File: src/hdl/linear_probe_hash_table_top_defines.svh
// Assertion helpers for the hash table block.
`ifndef LINEAR_PROBE_HASH_TABLE_TOP_DEFINES_SVH
`define LINEAR_PROBE_HASH_TABLE_TOP_DEFINES_SVH

// Same-cycle implication, checked on clock, off during reset.
`define LPHT_ASSERT_NOW(label, ante, cons, msg) \
   label: assert property (@(posedge clock) disable iff (reset) (ante) |-> (cons)) \
      else $error(msg);

// Next-cycle implication, checked on clock, off during reset.
`define LPHT_ASSERT_NEXT(label, ante, cons, msg) \
   label: assert property (@(posedge clock) disable iff (reset) (ante) |=> (cons)) \
      else $error(msg);

`endif

File: src/hdl/lpht_pkg.sv
package lpht_pkg;

   localparam int TABLE_SIZE_DEF = 16;

   localparam int MODE_W     = 2;
   localparam int KEY_W      = 31;
   localparam int STATUS_W   = 2;
   localparam int SLOT_W     = 4;
   localparam int TAG_W      = 2;
   // compare-subtract steps that bring the folded key below TABLE_SIZE
   localparam int HASH_STEPS = $clog2(KEY_W + 1);
   localparam int HCNT_W     = $clog2(HASH_STEPS);

   // stream words, padded to whole bytes
   localparam int REQ_DATA_W = ((MODE_W + KEY_W + 7) / 8) * 8;
   localparam int RSP_DATA_W = ((STATUS_W + SLOT_W + 7) / 8) * 8;

   localparam logic [MODE_W-1:0] OP_INSERT = 2'd0;
   localparam logic [MODE_W-1:0] OP_SEARCH = 2'd1;
   localparam logic [MODE_W-1:0] OP_DELETE = 2'd2;

   localparam logic [TAG_W-1:0] TAG_EMPTY   = 2'd0;
   localparam logic [TAG_W-1:0] TAG_USED    = 2'd1;
   localparam logic [TAG_W-1:0] TAG_DELETED = 2'd2;

   localparam logic [STATUS_W-1:0] ST_INSERTED  = 2'd0;
   localparam logic [STATUS_W-1:0] ST_FOUND     = 2'd1;
   localparam logic [STATUS_W-1:0] ST_NOT_FOUND = 2'd2;
   localparam logic [STATUS_W-1:0] ST_FULL      = 2'd3;

   typedef struct packed {
      logic                load;         // capture request word, fold key
      logic                hash_step;    // one compare-subtract step
      logic                ptr_home;     // pointer to home slot
      logic                ptr_adv;      // pointer to next slot, wrapping
      logic                wr_en;        // write slot at pointer
      logic [TAG_W-1:0]    wr_tag;
      logic                res_load;     // capture pending result
      logic [STATUS_W-1:0] res_status;
      logic                res_use_slot;
      logic                out_load;     // pending result to output register
   } lpht_cmd_type;

   typedef struct packed {
      logic [MODE_W-1:0] mode;
      logic [TAG_W-1:0]  tag;
      logic              key_hit;
   } lpht_sts_type;

endpackage

File: src/hdl/lpht_ctrl.sv
module lpht_ctrl #(
   parameter int TABLE_SIZE = lpht_pkg::TABLE_SIZE_DEF
) (
   input  logic                  clock,
   input  logic                  reset,
   input  logic                  req_tvalid,
   output logic                  req_tready,
   output logic                  rsp_tvalid,
   input  logic                  rsp_tready,
   input  lpht_pkg::lpht_sts_type sts,
   output lpht_pkg::lpht_cmd_type cmd
);
   import lpht_pkg::*;

   localparam int IDX_W   = $clog2(TABLE_SIZE);
   localparam bit IS_POW2 = (TABLE_SIZE & (TABLE_SIZE - 1)) == 0;
   localparam logic [IDX_W-1:0]  LAST_SLOT = IDX_W'(TABLE_SIZE - 1);
   localparam logic [HCNT_W-1:0] LAST_BIT  = HCNT_W'(HASH_STEPS - 1);

   localparam logic [2:0] S_CLEAR = 3'd0;
   localparam logic [2:0] S_IDLE  = 3'd1;
   localparam logic [2:0] S_HASH  = 3'd2;
   localparam logic [2:0] S_START = 3'd3;
   localparam logic [2:0] S_PROBE = 3'd4;
   localparam logic [2:0] S_DONE  = 3'd5;

   logic [2:0]        state_ff, state_in;
   logic [IDX_W-1:0]  n_ff, n_in;
   logic [HCNT_W-1:0] hcnt_ff, hcnt_in;
   logic              out_valid_ff, out_valid_in;
   logic              last_probe;

   assign last_probe = (n_ff == LAST_SLOT);
   assign req_tready = (state_ff == S_IDLE);
   assign rsp_tvalid = out_valid_ff;

   always_comb begin
      state_in = state_ff;
      n_in     = n_ff;
      hcnt_in  = hcnt_ff;
      cmd      = '0;
      case (state_ff)
         S_CLEAR: begin
            cmd.wr_en   = 1'b1;
            cmd.wr_tag  = TAG_EMPTY;
            cmd.ptr_adv = 1'b1;
            n_in        = n_ff + 1'b1;
            if (last_probe) begin
               n_in     = '0;
               state_in = S_IDLE;
            end
         end
         S_IDLE: begin
            if (req_tvalid) begin
               cmd.load = 1'b1;
               hcnt_in  = '0;
               state_in = IS_POW2 ? S_START : S_HASH;
            end
         end
         S_HASH: begin
            cmd.hash_step = 1'b1;
            hcnt_in       = hcnt_ff + 1'b1;
            if (hcnt_ff == LAST_BIT) begin
               state_in = S_START;
            end
         end
         S_START: begin
            n_in = '0;
            if (sts.mode inside {OP_INSERT, OP_SEARCH, OP_DELETE}) begin
               cmd.ptr_home = 1'b1;
               state_in     = S_PROBE;
            end else begin
               // unknown op: nothing probed
               cmd.res_load   = 1'b1;
               cmd.res_status = ST_NOT_FOUND;
               state_in       = S_DONE;
            end
         end
         S_PROBE: begin
            if (sts.mode == OP_INSERT) begin
               if (sts.tag != TAG_USED) begin
                  cmd.wr_en        = 1'b1;
                  cmd.wr_tag       = TAG_USED;
                  cmd.res_load     = 1'b1;
                  cmd.res_status   = ST_INSERTED;
                  cmd.res_use_slot = 1'b1;
                  state_in         = S_DONE;
               end else if (last_probe) begin
                  cmd.res_load   = 1'b1;
                  cmd.res_status = ST_FULL;
                  state_in       = S_DONE;
               end else begin
                  cmd.ptr_adv = 1'b1;
                  n_in        = n_ff + 1'b1;
               end
            end else begin
               if (sts.tag == TAG_EMPTY) begin
                  cmd.res_load   = 1'b1;
                  cmd.res_status = ST_NOT_FOUND;
                  state_in       = S_DONE;
               end else if (sts.tag == TAG_USED && sts.key_hit) begin
                  cmd.res_load     = 1'b1;
                  cmd.res_status   = ST_FOUND;
                  cmd.res_use_slot = 1'b1;
                  cmd.wr_en        = (sts.mode == OP_DELETE);
                  cmd.wr_tag       = TAG_DELETED;
                  state_in         = S_DONE;
               end else if (last_probe) begin
                  cmd.res_load   = 1'b1;
                  cmd.res_status = ST_NOT_FOUND;
                  state_in       = S_DONE;
               end else begin
                  cmd.ptr_adv = 1'b1;
                  n_in        = n_ff + 1'b1;
               end
            end
         end
         S_DONE: begin
            if (!out_valid_ff || rsp_tready) begin
               cmd.out_load = 1'b1;
               state_in     = S_IDLE;
            end
         end
         default: begin
            state_in = S_CLEAR;
            n_in     = '0;
         end
      endcase
   end

   assign out_valid_in = cmd.out_load | (out_valid_ff & ~rsp_tready);

   always_ff @(posedge clock) begin
      if (reset) begin
         state_ff     <= S_CLEAR;
         n_ff         <= '0;
         hcnt_ff      <= '0;
         out_valid_ff <= 1'b0;
      end else begin
         state_ff     <= state_in;
         n_ff         <= n_in;
         hcnt_ff      <= hcnt_in;
         out_valid_ff <= out_valid_in;
      end
   end

endmodule

File: src/hdl/lpht_dp.sv
module lpht_dp #(
   parameter int TABLE_SIZE = lpht_pkg::TABLE_SIZE_DEF
) (
   input  logic                          clock,
   input  logic                          reset,
   input  logic [lpht_pkg::MODE_W-1:0]   req_mode,
   input  logic [lpht_pkg::KEY_W-1:0]    req_key,
   input  lpht_pkg::lpht_cmd_type        cmd,
   output lpht_pkg::lpht_sts_type        sts,
   output logic [lpht_pkg::STATUS_W-1:0] rsp_status,
   output logic [lpht_pkg::SLOT_W-1:0]   rsp_slot_index
);
   import lpht_pkg::*;

   localparam int IDX_W   = $clog2(TABLE_SIZE);
   localparam int ENTRY_W = TAG_W + KEY_W;
   localparam int FOLD_W  = IDX_W + HASH_STEPS;
   localparam int LEAVES  = 1 << HASH_STEPS;
   localparam bit IS_POW2 = (TABLE_SIZE & (TABLE_SIZE - 1)) == 0;
   localparam logic [IDX_W-1:0]  LAST_SLOT = IDX_W'(TABLE_SIZE - 1);
   localparam logic [FOLD_W-1:0] TOP_MULT  = FOLD_W'(TABLE_SIZE << (HASH_STEPS - 1));

   // 2^b mod TABLE_SIZE, evaluated at elaboration
   function automatic int pow2_mod(input int b);
      int w;
      w = 1;
      for (int j = 0; j < b; j++) begin
         w = (w * 2) % TABLE_SIZE;
      end
      return w;
   endfunction

   // slot table: {tag, key}
   logic [ENTRY_W-1:0] mem [TABLE_SIZE];
   logic [ENTRY_W-1:0] rd_ff;

   logic [MODE_W-1:0]   mode_ff;
   logic [KEY_W-1:0]    key_ff;
   logic [FOLD_W-1:0]   tree [1:2*LEAVES-1];
   logic [FOLD_W-1:0]   acc_ff, mult_ff, acc_sub;
   logic [IDX_W-1:0]    home;
   logic [IDX_W-1:0]    ptr_ff, ptr_in, ptr_next;
   logic [IDX_W+SLOT_W-1:0] slot_ext;
   logic [STATUS_W-1:0] res_status_ff, out_status_ff;
   logic [SLOT_W-1:0]   res_slot_ff, out_slot_ff;

   // key mod TABLE_SIZE, first pass: sum of 2^i mod TABLE_SIZE over set key bits
   for (genvar g = 0; g < LEAVES; g++) begin : g_leaf
      if (g < KEY_W) begin : g_bit
         localparam logic [FOLD_W-1:0] WT = FOLD_W'(pow2_mod(g));
         assign tree[LEAVES + g] = req_key[g] ? WT : '0;
      end else begin : g_pad
         assign tree[LEAVES + g] = '0;
      end
   end
   for (genvar k = 1; k < LEAVES; k++) begin : g_node
      assign tree[k] = tree[2*k] + tree[2*k+1];
   end

   // second pass: subtract 16, 8, 4, 2, 1 times TABLE_SIZE where it fits
   assign acc_sub = (acc_ff >= mult_ff) ? acc_ff - mult_ff : acc_ff;
   assign home    = IS_POW2 ? key_ff[IDX_W-1:0] : acc_ff[IDX_W-1:0];

   assign ptr_next = (ptr_ff == LAST_SLOT) ? '0 : ptr_ff + 1'b1;
   assign ptr_in   = cmd.ptr_home ? home : (cmd.ptr_adv ? ptr_next : ptr_ff);
   assign slot_ext = {{SLOT_W{1'b0}}, ptr_ff};

   always_ff @(posedge clock) begin
      if (reset) begin
         ptr_ff <= '0;
      end else begin
         ptr_ff <= ptr_in;
      end
   end

   always_ff @(posedge clock) begin
      if (cmd.load) begin
         mode_ff <= req_mode;
         key_ff  <= req_key;
         acc_ff  <= tree[1];
         mult_ff <= TOP_MULT;
      end else if (cmd.hash_step) begin
         acc_ff  <= acc_sub;
         mult_ff <= mult_ff >> 1;
      end
      if (cmd.res_load) begin
         res_status_ff <= cmd.res_status;
         res_slot_ff   <= cmd.res_use_slot ? slot_ext[SLOT_W-1:0] : '0;
      end
      if (cmd.out_load) begin
         out_status_ff <= res_status_ff;
         out_slot_ff   <= res_slot_ff;
      end
   end

   // read follows the next pointer so rd_ff always reflects ptr_ff
   always_ff @(posedge clock) begin
      if (cmd.wr_en) begin
         mem[ptr_ff] <= {cmd.wr_tag, key_ff};
      end
      rd_ff <= mem[ptr_in];
   end

   assign sts.mode    = mode_ff;
   assign sts.tag     = rd_ff[ENTRY_W-1:KEY_W];
   assign sts.key_hit = (rd_ff[KEY_W-1:0] == key_ff);

   assign rsp_status     = out_status_ff;
   assign rsp_slot_index = out_slot_ff;

endmodule

File: src/hdl/linear_probe_hash_table_top.sv
// Hash table of 31-bit keys, open addressing with linear probing over TABLE_SIZE slots;
// home slot is key mod TABLE_SIZE. Each request word carries an op (insert, search,
// delete) and a key and returns exactly one response word with a status and a slot.
// Insert takes the first empty or deleted slot and does not check for duplicates;
// delete leaves a tombstone. Walks stop after TABLE_SIZE probes, giving table full or
// not found. One request is in flight at a time: after acceptance the block runs the
// remainder reduction steps when TABLE_SIZE is not a power of two, points at the home
// slot, probes P slots (P is 0 for the unused op code, else 1 to TABLE_SIZE) and hands
// the result to the output register. The slot memory, with one write and one read port,
// is read one slot per cycle while probing. The hand-over waits while the previous
// response word is still unread. After reset a clearing pass marks every slot empty;
// req_tready stays low meanwhile. A finished response sits in an output register, so
// the next request is taken while it waits.
`include "linear_probe_hash_table_top_defines.svh"

module linear_probe_hash_table_top #(
   parameter int TABLE_SIZE = lpht_pkg::TABLE_SIZE_DEF
) (
   input  logic                            clock,
   input  logic                            reset,
   input  logic                            req_tvalid,
   output logic                            req_tready,
   input  logic [lpht_pkg::REQ_DATA_W-1:0] req_tdata,  // mode[1:0], key[32:2], zero pad
   output logic                            rsp_tvalid,
   input  logic                            rsp_tready,
   output logic [lpht_pkg::RSP_DATA_W-1:0] rsp_tdata   // status[1:0], slot_index[5:2], pad
);
   import lpht_pkg::*;

   lpht_cmd_type        cmd;
   lpht_sts_type        sts;
   logic [MODE_W-1:0]   req_mode;
   logic [KEY_W-1:0]    req_key;
   logic [STATUS_W-1:0] rsp_status;
   logic [SLOT_W-1:0]   rsp_slot_index;

   // unpack request word
   assign req_mode = req_tdata[MODE_W-1:0];
   assign req_key  = req_tdata[MODE_W+KEY_W-1:MODE_W];

   lpht_ctrl #(
      .TABLE_SIZE (TABLE_SIZE)
   ) u_ctrl (
      .clock      (clock),
      .reset      (reset),
      .req_tvalid (req_tvalid),
      .req_tready (req_tready),
      .rsp_tvalid (rsp_tvalid),
      .rsp_tready (rsp_tready),
      .sts        (sts),
      .cmd        (cmd)
   );

   lpht_dp #(
      .TABLE_SIZE (TABLE_SIZE)
   ) u_dp (
      .clock          (clock),
      .reset          (reset),
      .req_mode       (req_mode),
      .req_key        (req_key),
      .cmd            (cmd),
      .sts            (sts),
      .rsp_status     (rsp_status),
      .rsp_slot_index (rsp_slot_index)
   );

   // pack response word
   assign rsp_tdata = {{(RSP_DATA_W - STATUS_W - SLOT_W){1'b0}}, rsp_slot_index, rsp_status};

   // one word in flight: an accept is never followed by another accept
   `LPHT_ASSERT_NEXT(a_one_in_flight, req_tvalid && req_tready, !req_tready,
                     "second word accepted while busy")
   // a result handed to the output register is shown next cycle
   `LPHT_ASSERT_NEXT(a_out_load_valid, cmd.out_load, rsp_tvalid,
                     "output load without tvalid")
   // a slot is claimed only together with an inserted result
   `LPHT_ASSERT_NOW(a_insert_result, cmd.wr_en && cmd.wr_tag == TAG_USED,
                    cmd.res_load && cmd.res_status == ST_INSERTED,
                    "slot write without insert result")

endmodule

File: config.mk
export PLATFORM = sky130hd
export DESIGN_NAME = linear_probe_hash_table_top
export DESIGN_NICKNAME = d
export VERILOG_FILES = /design/src/hdl/lpht_pkg.sv /design/src/hdl/lpht_ctrl.sv /design/src/hdl/lpht_dp.sv /design/src/hdl/linear_probe_hash_table_top.sv
export VERILOG_INCLUDE_DIRS = /design/src /design/src/hdl
export SDC_FILE = /design/constraint.sdc
export NUM_CORES = 1
export LEC_CHECK = 0
export BUFFER_PORTS_ARGS = -buffer_cell sky130_fd_sc_hd__buf_2
export CAP_MARGIN = 20
export CORE_MARGIN = 8
export CORE_UTILIZATION = 54
export DETAILED_ROUTE_END_ITERATION = 8
export PLACE_DENSITY = 0.7
export SYNTH_ARGS = -nofsm -noshare
export SYNTH_HDL_FRONTEND = slang
export SYNTH_HIERARCHICAL = 1
export SYNTH_SLANG_ARGS = --single-unit
File: constraint.sdc
create_clock -name clock -period 7.75 [get_ports clock]
set_input_delay 1.55 -clock clock [delete_from_list [all_inputs] [get_ports clock]]
set_output_delay 1.55 -clock clock [all_outputs]
set_load 0.05 [all_outputs]
==> metrics.txt, run 1 <==
outcome=complete, no violations; CTS Hold Buffers Added=0; Synth Area in Adders=less than 1%; final WL=48,000 µm; largest net degree at the start of global routing=64; xor/xnor share of the synthesized area=1.18%; max cap viols=0; commonest non-fill, non-tap cell in the layout=edfxtp_1; CP Launch Type=flop; Worst R2R End=u_dp/rd_ff[3]; TritonRoute pass-1 iters=5; synth unique cells=62; WS Path Type=reg2reg; Final WS setup=1.63 ns; Min-Delay Path Class=reg2reg; required time worst endpoint=8.23 ns; post_cts resized=0; Peak VDD IR=between 0.00015 and 0.0002 V; f_max=163 MHz; DR iter-0 viols=~1,200; Worst Path Max Fanout=63; clock-pin slew on the worst setup and hold paths=approximately 0.06 ns; first-pass GRT wire length=72,500 µm; GRT Residual Overflow=0; RSZ-0062 raised after global routing=false; hold_ws=~0.42 ns; GPL Wtd Cong=0.758; total power=between 7 and 8 mW; IO Pins=54; clk_skew=between 0.03 and 0.04 ns; most frequent cells in the layout=edfxtp_1 (573), mux4_2 (109), nand2_1 (81); launching point of the worst reg2reg path=u_dp/key_ff[2]; DP HPWL=25,600 µm; CTS Buffer Depth=3; number of synthesized flops with an enable pin=573; endpoints failing hold=0; Starting Density=54.8%; vias in the first global route=11,600; flip-flop and latch count after synthesis=621; combinational family with the most area after synthesis=multiplexers; die area=about 51,000 µm²; slowest stage delay, CP=0.84 ns; cell count after synthesis=1,188; gr usage total=19.1%; WHS Path Cells=0; simple-gate share of the synthesized area=4.08%; synth warn=6; post-route minimum period=6.12 ns; worst relative slew slack=26.5%; Worst Hold Launch=u_dp/res_status_ff[1]; Setup crit start=u_dp/key_ff[2]; R2R Setup Slk=1.63 ns; Synth async-reset ratio=0%; Slew Viols, Final=0; Synth area leaders=edfxtp_1 (73%), mux4_2 (10%), dfxtp_1 (4.1%); pre-CTS WS=1.61 ns; share of the synthesized area in the top cell type=between 70% and 80%; PortBufs=44; layout cell share with drive strength beyond 1=23.8%; PwrDens=271 nW/µm²; antenna-violating nets left=0; Num CTS Buffers=60; Reg2Reg Depth=13; leading area contributor after synthesis=edfxtp_1; vias per inst=just over 6; fin nets=roughly 1,300; P&R area growth vs syn=12.6%; WHS Endpoint=u_dp/rsp_status[1]; antenna violations before repair=0; Slew @ Worst Pin=1.10 ns; standard-cell rows=76; slowest cell on the critical path=nor4_1; Die Span X=approximately 230 µm; Synth Flop Type=edfxtp_1; CTS tree=built; diode count=0; Static Leak=8.48 nW; H-tree lvl count=2; clk root buf=clkbuf_16; crit path DAT=6.60 ns; Setup TNS=0 ns; average cell area after synthesis=19.9 µm²; postcts setup bufs=0; clk_lat worst skew=0.63 ns; critical path capture point type=flop; Core Area=between 40,000 and 50,000 µm²; Final setup viols=0; Util after Layout=61.8%; cell breakdown of the critical path=xor2_1 > nor4_1 > nand4_1 > nor4_1 > o21ai_4 > o2111ai_2 > a21boi_0 > mux2i_1 > o21ai_4 > buf_12 > mux4_2 > a22oi_1 > nand2_1; DRC viols=0; via count=11,500; fin crit share=79.0%; DR WL/cell=approximately 25 µm; mapped cell area=roughly 24,000 µm²; chip height=225 µm; post-synthesis compound-gate area fraction=3.99%; post-synthesis mux area share=11.8%; Clock Sinks=621; post-synthesis sequential area ratio=around three quarters
-- power by group --
group / internal [mW] / leakage, nW / total [mW] / switching (mW)
Sequential: 3.72 / 5.54 / 3.76 / 0.0390
Clock: 1.70 / 0.973 / 2.91 / 1.22
Combinational: 0.250 / 1.96 / 0.559 / 0.310
Total: 5.67 / 8.48 / 7.23 / 1.56
-- worst max-delay path: cells and delay by family (launching register included) --
family / cells / cell delay [ns]
multiplexers: 2 / 0.85
XOR/XNOR: 1 / 0.27
buffers and inverters: 1 / 0.51
flip-flops: 1 / 0.75
AO/OA/AOI/OAI: 5 / 1.90
AND/OR/NAND/NOR: 4 / 1.68
-- synth_stat cells, types with 2 or more instances --
library cell	number
edfxtp_1	573
mux4_2	109
nand2_1	81
a22oi_1	55
dfxtp_1	48
nor2_1	45
nand3_1	28
xor2_1	21
buf_2	19
buf_4	17
a21oi_1	15
o21ai_0	15
buf_6	12
xnor2_1	11
clkbuf_1	10
mux4_1	10
and2_1	9
inv_1	8
ha_1	7
nand2b_1	7
nor4_1	7
mux2i_1	6
a211oi_2	5
nand4_1	5
nor3_1	5
o21ai_1	5
o22ai_1	5
o211ai_1	4
and3_1	3
nor2b_1	3
o21a_1	3
a211oi_1	2
a221oi_2	2
a31oi_1	2
nor3b_1	2
o21ai_4	2
or2_2	2
-- stage by stage --
| step | area [µm²] | std cells |
|---|---|---|
| finish | 26700 | 1904 |
| global route | 26700 | 1904 |
| CTS | 26700 | 1903 |
| detailed placement | 24700 | 1789 |
| global placement | 24600 | 1788 |
| floorplan | 23700 | 1189 |
-- layer usage --
layer	routed length, µm	part of all wire [%]	up-vias	GRT usage (%)
met4	1030	2.2	0	5.39
met2	23100	48	471	30.6
met3	3510	7.3	75	3.38
met5	0	0	-	0
met1	20300	42	5953	27.0
li1	-	-	4986	-
-- final cells by class --
type	count	area [µm²]
clock buffer	87	1700
clock inverter	27	300
fill	3029	16500
inverter	8	30.0
multi-input combinational	501	5210
sequential	621	18200
tap	585	732
timing repair buffer	75	523
-- registers in the layout, summed over array words and instances (netlist names) --
signal	count
u_ctrl/n_ff	4
u_dp/res_status_ff	2
u_ctrl/state_ff	3
u_dp/mode_ff	2
u_dp/rsp_status	2
u_dp/key_ff	31
u_dp/ptr_ff	4
u_ctrl/rsp_tvalid	1
u_dp/rd_ff	33
u_dp/res_slot_ff	4
u_ctrl/hcnt_ff	3
u_dp/rsp_slot_index	4
u_dp/mem	528
-- how the worst max path moves through the flow --
stage / to / slack, ns / cells past startpoint
2_1_floorplan: u_dp/mem[3][0] / 2.62 / 10
3_3_place_gp: u_dp/rd_ff[9] / 1.76 / 13
5_1_grt: u_dp/rd_ff[17] / 1.34 / 13
6_report: u_dp/rd_ff[3] / 1.63 / 13
3_5_place_dp: u_dp/rd_ff[5] / 1.61 / 13
4_1_cts: u_dp/rd_ff[5] / 1.59 / 13
-- cell families after synthesis --
logic type	after synthesis
DFF	621
AOI/OAI and AO/OA	127
other	1
buffers and inverters	67
muxes	126
xor gates and xnor gates	32
adders and majority gates	7
and+or+nand+nor	207
Note: power is estimated with default switching activity, not from simulation.
==> run 2, diff against run 1 <==
- PLACE_DENSITY: 0.7 -> 0.73
- clock period: 7.75 -> 5.4 ns (I/O delays scaled with it)
==> metrics.txt, run 2 (synthesized netlist as in run 1, its figures left out) <==
Min-Delay Path Class=reg2reg; clk_skew=0.0190 ns; Starting Density=54.8%; vias in the first global route=11,800; IO Pins=54; GRT Residual Overflow=0; endpoints failing hold=0; vias per inst=roughly 6; chip height=225 µm; H-tree lvl count=2; Slew @ Worst Pin=between 0.9 and 1 ns; Worst Path Max Fanout=24; critical path capture point type=flop; fin crit share=roughly 85%; DP HPWL=26,100 µm; worst relative slew slack=35.6%; antenna violations before repair=0; DR iter-0 viols=1,262; Reg with most FFs=u_dp/mem; diode count=0; clk_lat worst skew=~0.61 ns; WS Path Type=reg2reg; Core Area=43,200 µm²; RSZ-0062 raised after global routing=false; WHS Path Cells=0; PortBufs=44; gr usage total=19.8%; GPL Wtd Cong=roughly 0.77; largest net degree at the start of global routing=41; Setup TNS=0 ns; first-pass GRT wire length=74,300 µm; pre-CTS WS=0.946 ns; f_max=219 MHz; Final WS setup=a little over 0.8 ns; PwrDens=391 nW/µm²; Reg2Reg Depth=16; R2R Setup Slk=0.82 ns; post-route minimum period=4.58 ns; commonest non-fill, non-tap cell in the layout=edfxtp_1; WHS Endpoint=u_dp/rsp_slot_index[2]; layout cell share with drive strength beyond 1=25.3%; final WL=50,100 µm; standard-cell rows=76; Final setup viols=0; Peak VDD IR=0.000291 V; Worst Hold Launch=u_dp/res_slot_ff[2]; CP Launch Type=flop; clock-pin slew on the worst setup and hold paths=0.07 ns; fin nets=1,339; post_cts resized=0; die area=50,800 µm²; max reg flops=528; CTS tree=built; Num CTS Buffers=about 60; P&R area growth vs syn=14.2%; Largest regs=u_dp/mem x528, u_dp/rd_ff x33, u_dp/key_ff x31; via count=11,800; crit path DAT=5.06 ns; required time worst endpoint=5.88 ns; postcts setup bufs=0; most frequent cells in the layout=edfxtp_1 (573), mux4_2 (109), nand2_1 (81); Worst R2R End=u_dp/rd_ff[15]; launching point of the worst reg2reg path=u_dp/key_ff[20]; # fillers=2,951; CTS Hold Buffers Added=0; Die Span X=between 200 and 250 µm; max cap viols=0; clk root buf=clkbuf_16; Static Leak=8.66 nW; DRC viols=0; DR WL/cell=26.0 µm; TritonRoute pass-1 iters=5; Clock Sinks=621; antenna-violating nets left=0; Slew Viols, Final=0; outcome=complete, no violations; CTS Buffer Depth=3
-- run 2: cell type report --
type                            instances  area, µm²  share of cell area [%]
Tap cell                              585        732                    2.71
Sequential cell                       621      18200                    67.2
Timing Repair Buffer                   97        856                    3.16
Clock buffer                           72       1590                    5.87
Inverter                                8       30.0                   0.111
Clock inverter                         39        469                    1.73
Multi-Input combinational cell        501       5210                    19.2
-- run 2: critical path, stage by stage, from the launching register on --
cell and delay [ns]:
edfxtp_1 0.61, xor2_1 0.28, nor4_1 0.56, nand4_1 0.17, nor4_1 0.21, buf_4 0.20, o21ai_4 0.07, o2111ai_2 0.19
a21boi_0 0.18, buf_4 0.24, nand2_1 0.09, o21a_1 0.15, o31a_2 0.47, buf_12 0.27, mux4_2 0.33, a22oi_1 0.27
nand2_1 0.13
-- run 2: worst max-delay path by stage --
stage	start	end	cells past startpoint	slack, ns
after floorplan	u_dp/key_ff[7]	u_dp/mem[3][0]	10	0.27
after global placement	u_dp/key_ff[20]	u_dp/rd_ff[18]	15	0.95
after detailed placement	u_dp/key_ff[20]	u_dp/rd_ff[12]	15	0.95
after CTS	u_dp/key_ff[20]	u_dp/rd_ff[15]	15	0.82
after global routing	u_dp/key_ff[20]	u_dp/rd_ff[15]	15	0.64
final	u_dp/key_ff[20]	u_dp/rd_ff[15]	16	0.82
-- run 2: routing by layer --
layer	up-vias	global-route usage, %	wire, µm
li1	5037	-	-
met1	6139	27.0	20300
met2	505	31.9	24400
met3	91	3.57	3900
met4	0	7.27	1490
met5	-	0	0
-- run 2: where the power goes --
part | internal, mW | switching, mW | total [mW]
clock network | 2.57 | 1.76 | 4.33
logic | 0.387 | 0.464 | 0.851
registers | 5.34 | 0.0585 | 5.40
total | 8.30 | 2.28 | 10.6
-- run 2: stage by stage --
stage          power (mW)  std cells  hold slack, ns  util, %  cell area (µm²)
6_report             10.6       1923           0.415     62.7            27000
5_1_grt              10.9       1923           0.429     62.7            27000
2_1_floorplan        6.08       1189           0.400        -            23700
3_5_place_dp         6.35       1812           0.406     57.9            25000
4_1_cts              10.7       1923           0.418     62.7            27000
3_3_place_gp         6.33       1812           0.401     57.9            25000
==> run 3, diff against run 2 <==
- PLACE_DENSITY: 0.73 -> 0.7
- clock period: 5.4 -> 4.3 ns (I/O delays scaled with it)
==> metrics.txt, run 3 (synthesized netlist as in run 1, its figures left out) <==
outcome=complete, no violations; endpoints failing hold=0; worst relative slew slack=40.5%; clk root buf=clkbuf_16; chip height=approximately 230 µm; clk_skew=0.0140 ns; PortBufs=44; max reg flops=about 530; final WL=51,900 µm; first-pass GRT wire length=76,900 µm; Slew Viols, Final=0; Die Span X=225 µm; die area=50,800 µm²; clock-pin slew on the worst setup and hold paths=0.06 ns; GPL Wtd Cong=0.784; CP Launch Type=flop; total power=13.1 mW; Worst Path Max Fanout=15; R2R Setup Slk=0.24 ns; DR iter-0 viols=about 1,200; critical path capture point type=flop; antenna violations before repair=1; WS Path Type=reg2reg; Final setup viols=0; crit path DAT=4.55 ns; Worst Hold Launch=u_dp/res_status_ff[0]; via count=~12,000; # fillers=around 2,900; DRC viols=0; P&R area growth vs syn=18.5%; max cap viols=0; Starting Density=54.8%; gr usage total=20.7%; pre-CTS WS=-0.200 ns; launching point of the worst reg2reg path=u_dp/key_ff[2]; vias in the first global route=12,200; CTS Hold Buffers Added=0; f_max=247 MHz; post-route minimum period=4.06 ns; IO Pins=54; largest net degree at the start of global routing=29; fin crit share=a little over nine tenths; Largest regs=u_dp/mem x528, u_dp/rd_ff x33, u_dp/key_ff x31; Peak VDD IR=~0.00035 V; antenna-violating nets left=0; DR WL/cell=between 20 and 30 µm; CTS tree=built; PwrDens=466 nW/µm²; Final WS setup=0.244 ns; clk_lat worst skew=roughly 0.61 ns; CTS Buffer Depth=3; Slew @ Worst Pin=0.889 ns; TritonRoute pass-1 iters=7; required time worst endpoint=around 4.8 ns; GRT Residual Overflow=0; Setup crit start=u_dp/key_ff[2]; Clock Sinks=621; Reg with most FFs=u_dp/mem; layout cell share with drive strength beyond 1=30.0%; vias per inst=5.96; Min-Delay Path Class=reg2reg; RSZ-0062 raised after global routing=false; Static Leak=around 9.2 nW; Num CTS Buffers=59; most frequent cells in the layout=edfxtp_1 (573), mux4_2 (109), buf_4 (95); fin nets=1,431; diode count=0; commonest non-fill, non-tap cell in the layout=edfxtp_1; Core Area=43,200 µm²; DP HPWL=30,200 µm; standard-cell rows=76; H-tree lvl count=2
-- run 3: cell types whose count changed in the layout (fill, tap and decap cells not counted), sizes merged --
cell,previous run,this run
buf,97,189
bufinv,10,4
clkbuf,72,80
clkinv,24,23
clkinvlp,3,2
-- run 3: layout make-up --
| class | count | area, µm² | share of cell area [%] |
|---|---|---|---|
| repair buffers | 189 | 1930 | 6.89 |
| clock inverters | 31 | 273 | 0.972 |
| clock buffers | 80 | 1660 | 5.91 |
| well taps | 585 | 732 | 2.61 |
| flip-flops and latches | 621 | 18200 | 64.7 |
| inverters | 8 | 30.0 | 0.107 |
| multi-input cells | 501 | 5270 | 18.8 |
-- run 3: what timing repair did --
item / in CTS / in global routing
gates resized for setup: 2 / 3
buffers inserted: 0 / 7
hold endpoints to repair: 0 / 0
endpoints found under the setup margin: 33 / 33
gates cloned: 0 / 0
-- run 3: worst max-delay path, stage by stage (launching register included) --
cell	delay, ns
edfxtp_1	0.44
xor2_1	0.20
buf_4	0.17
nor4_4	0.29
buf_4	0.19
nand4_1	0.09
nor4_2	0.17
buf_4	0.20
o21ai_4	0.07
o2111ai_2	0.23
a21boi_1	0.15
mux2i_1	0.20
o21ai_4	0.24
buf_12	0.23
buf_12	0.18
mux4_1	0.56
a22oi_1	0.21
nand2_1	0.08
-- run 3: worst paths after layout --
path,endpoint,cells past startpoint
setup reg to reg,u_dp/rd_ff[23],17
hold reg to reg,u_dp/rsp_status[0],0
hold / removal,u_dp/rsp_status[0],0
setup / recovery,u_dp/rd_ff[23],17
-- run 3: metal layers --
metal / share of wire, % / track usage (%) / routed length, µm / vias up
li1: - / - / - / 5235
met1: 41 / 28.1 / 21100 / 6227
met2: 49 / 33.7 / 25500 / 449
met3: 7.1 / 3.42 / 3690 / 104
met4: 3.0 / 7.69 / 1580 / 0
met5: 0 / 0 / 0 / -
-- run 3: stage by stage --
step	utilization [%]	instance area, µm²	instances	hold WS [ns]	setup TNS, ns
floorplan	-	23700	1189	0.400	0
global placement	60.3	26000	1897	0.401	-2.12
detailed placement	60.3	26000	1897	0.406	-3.80
CTS	64.8	28000	2008	0.384	0
global route	65.0	28100	2015	0.390	0
finish	65.0	28100	2015	0.418	0
-- run 3: power by group --
group          internal [mW]  switching, mW
clock network           2.94           2.16
registers               6.70         0.0724
logic                  0.595          0.616
total                   10.2           2.85
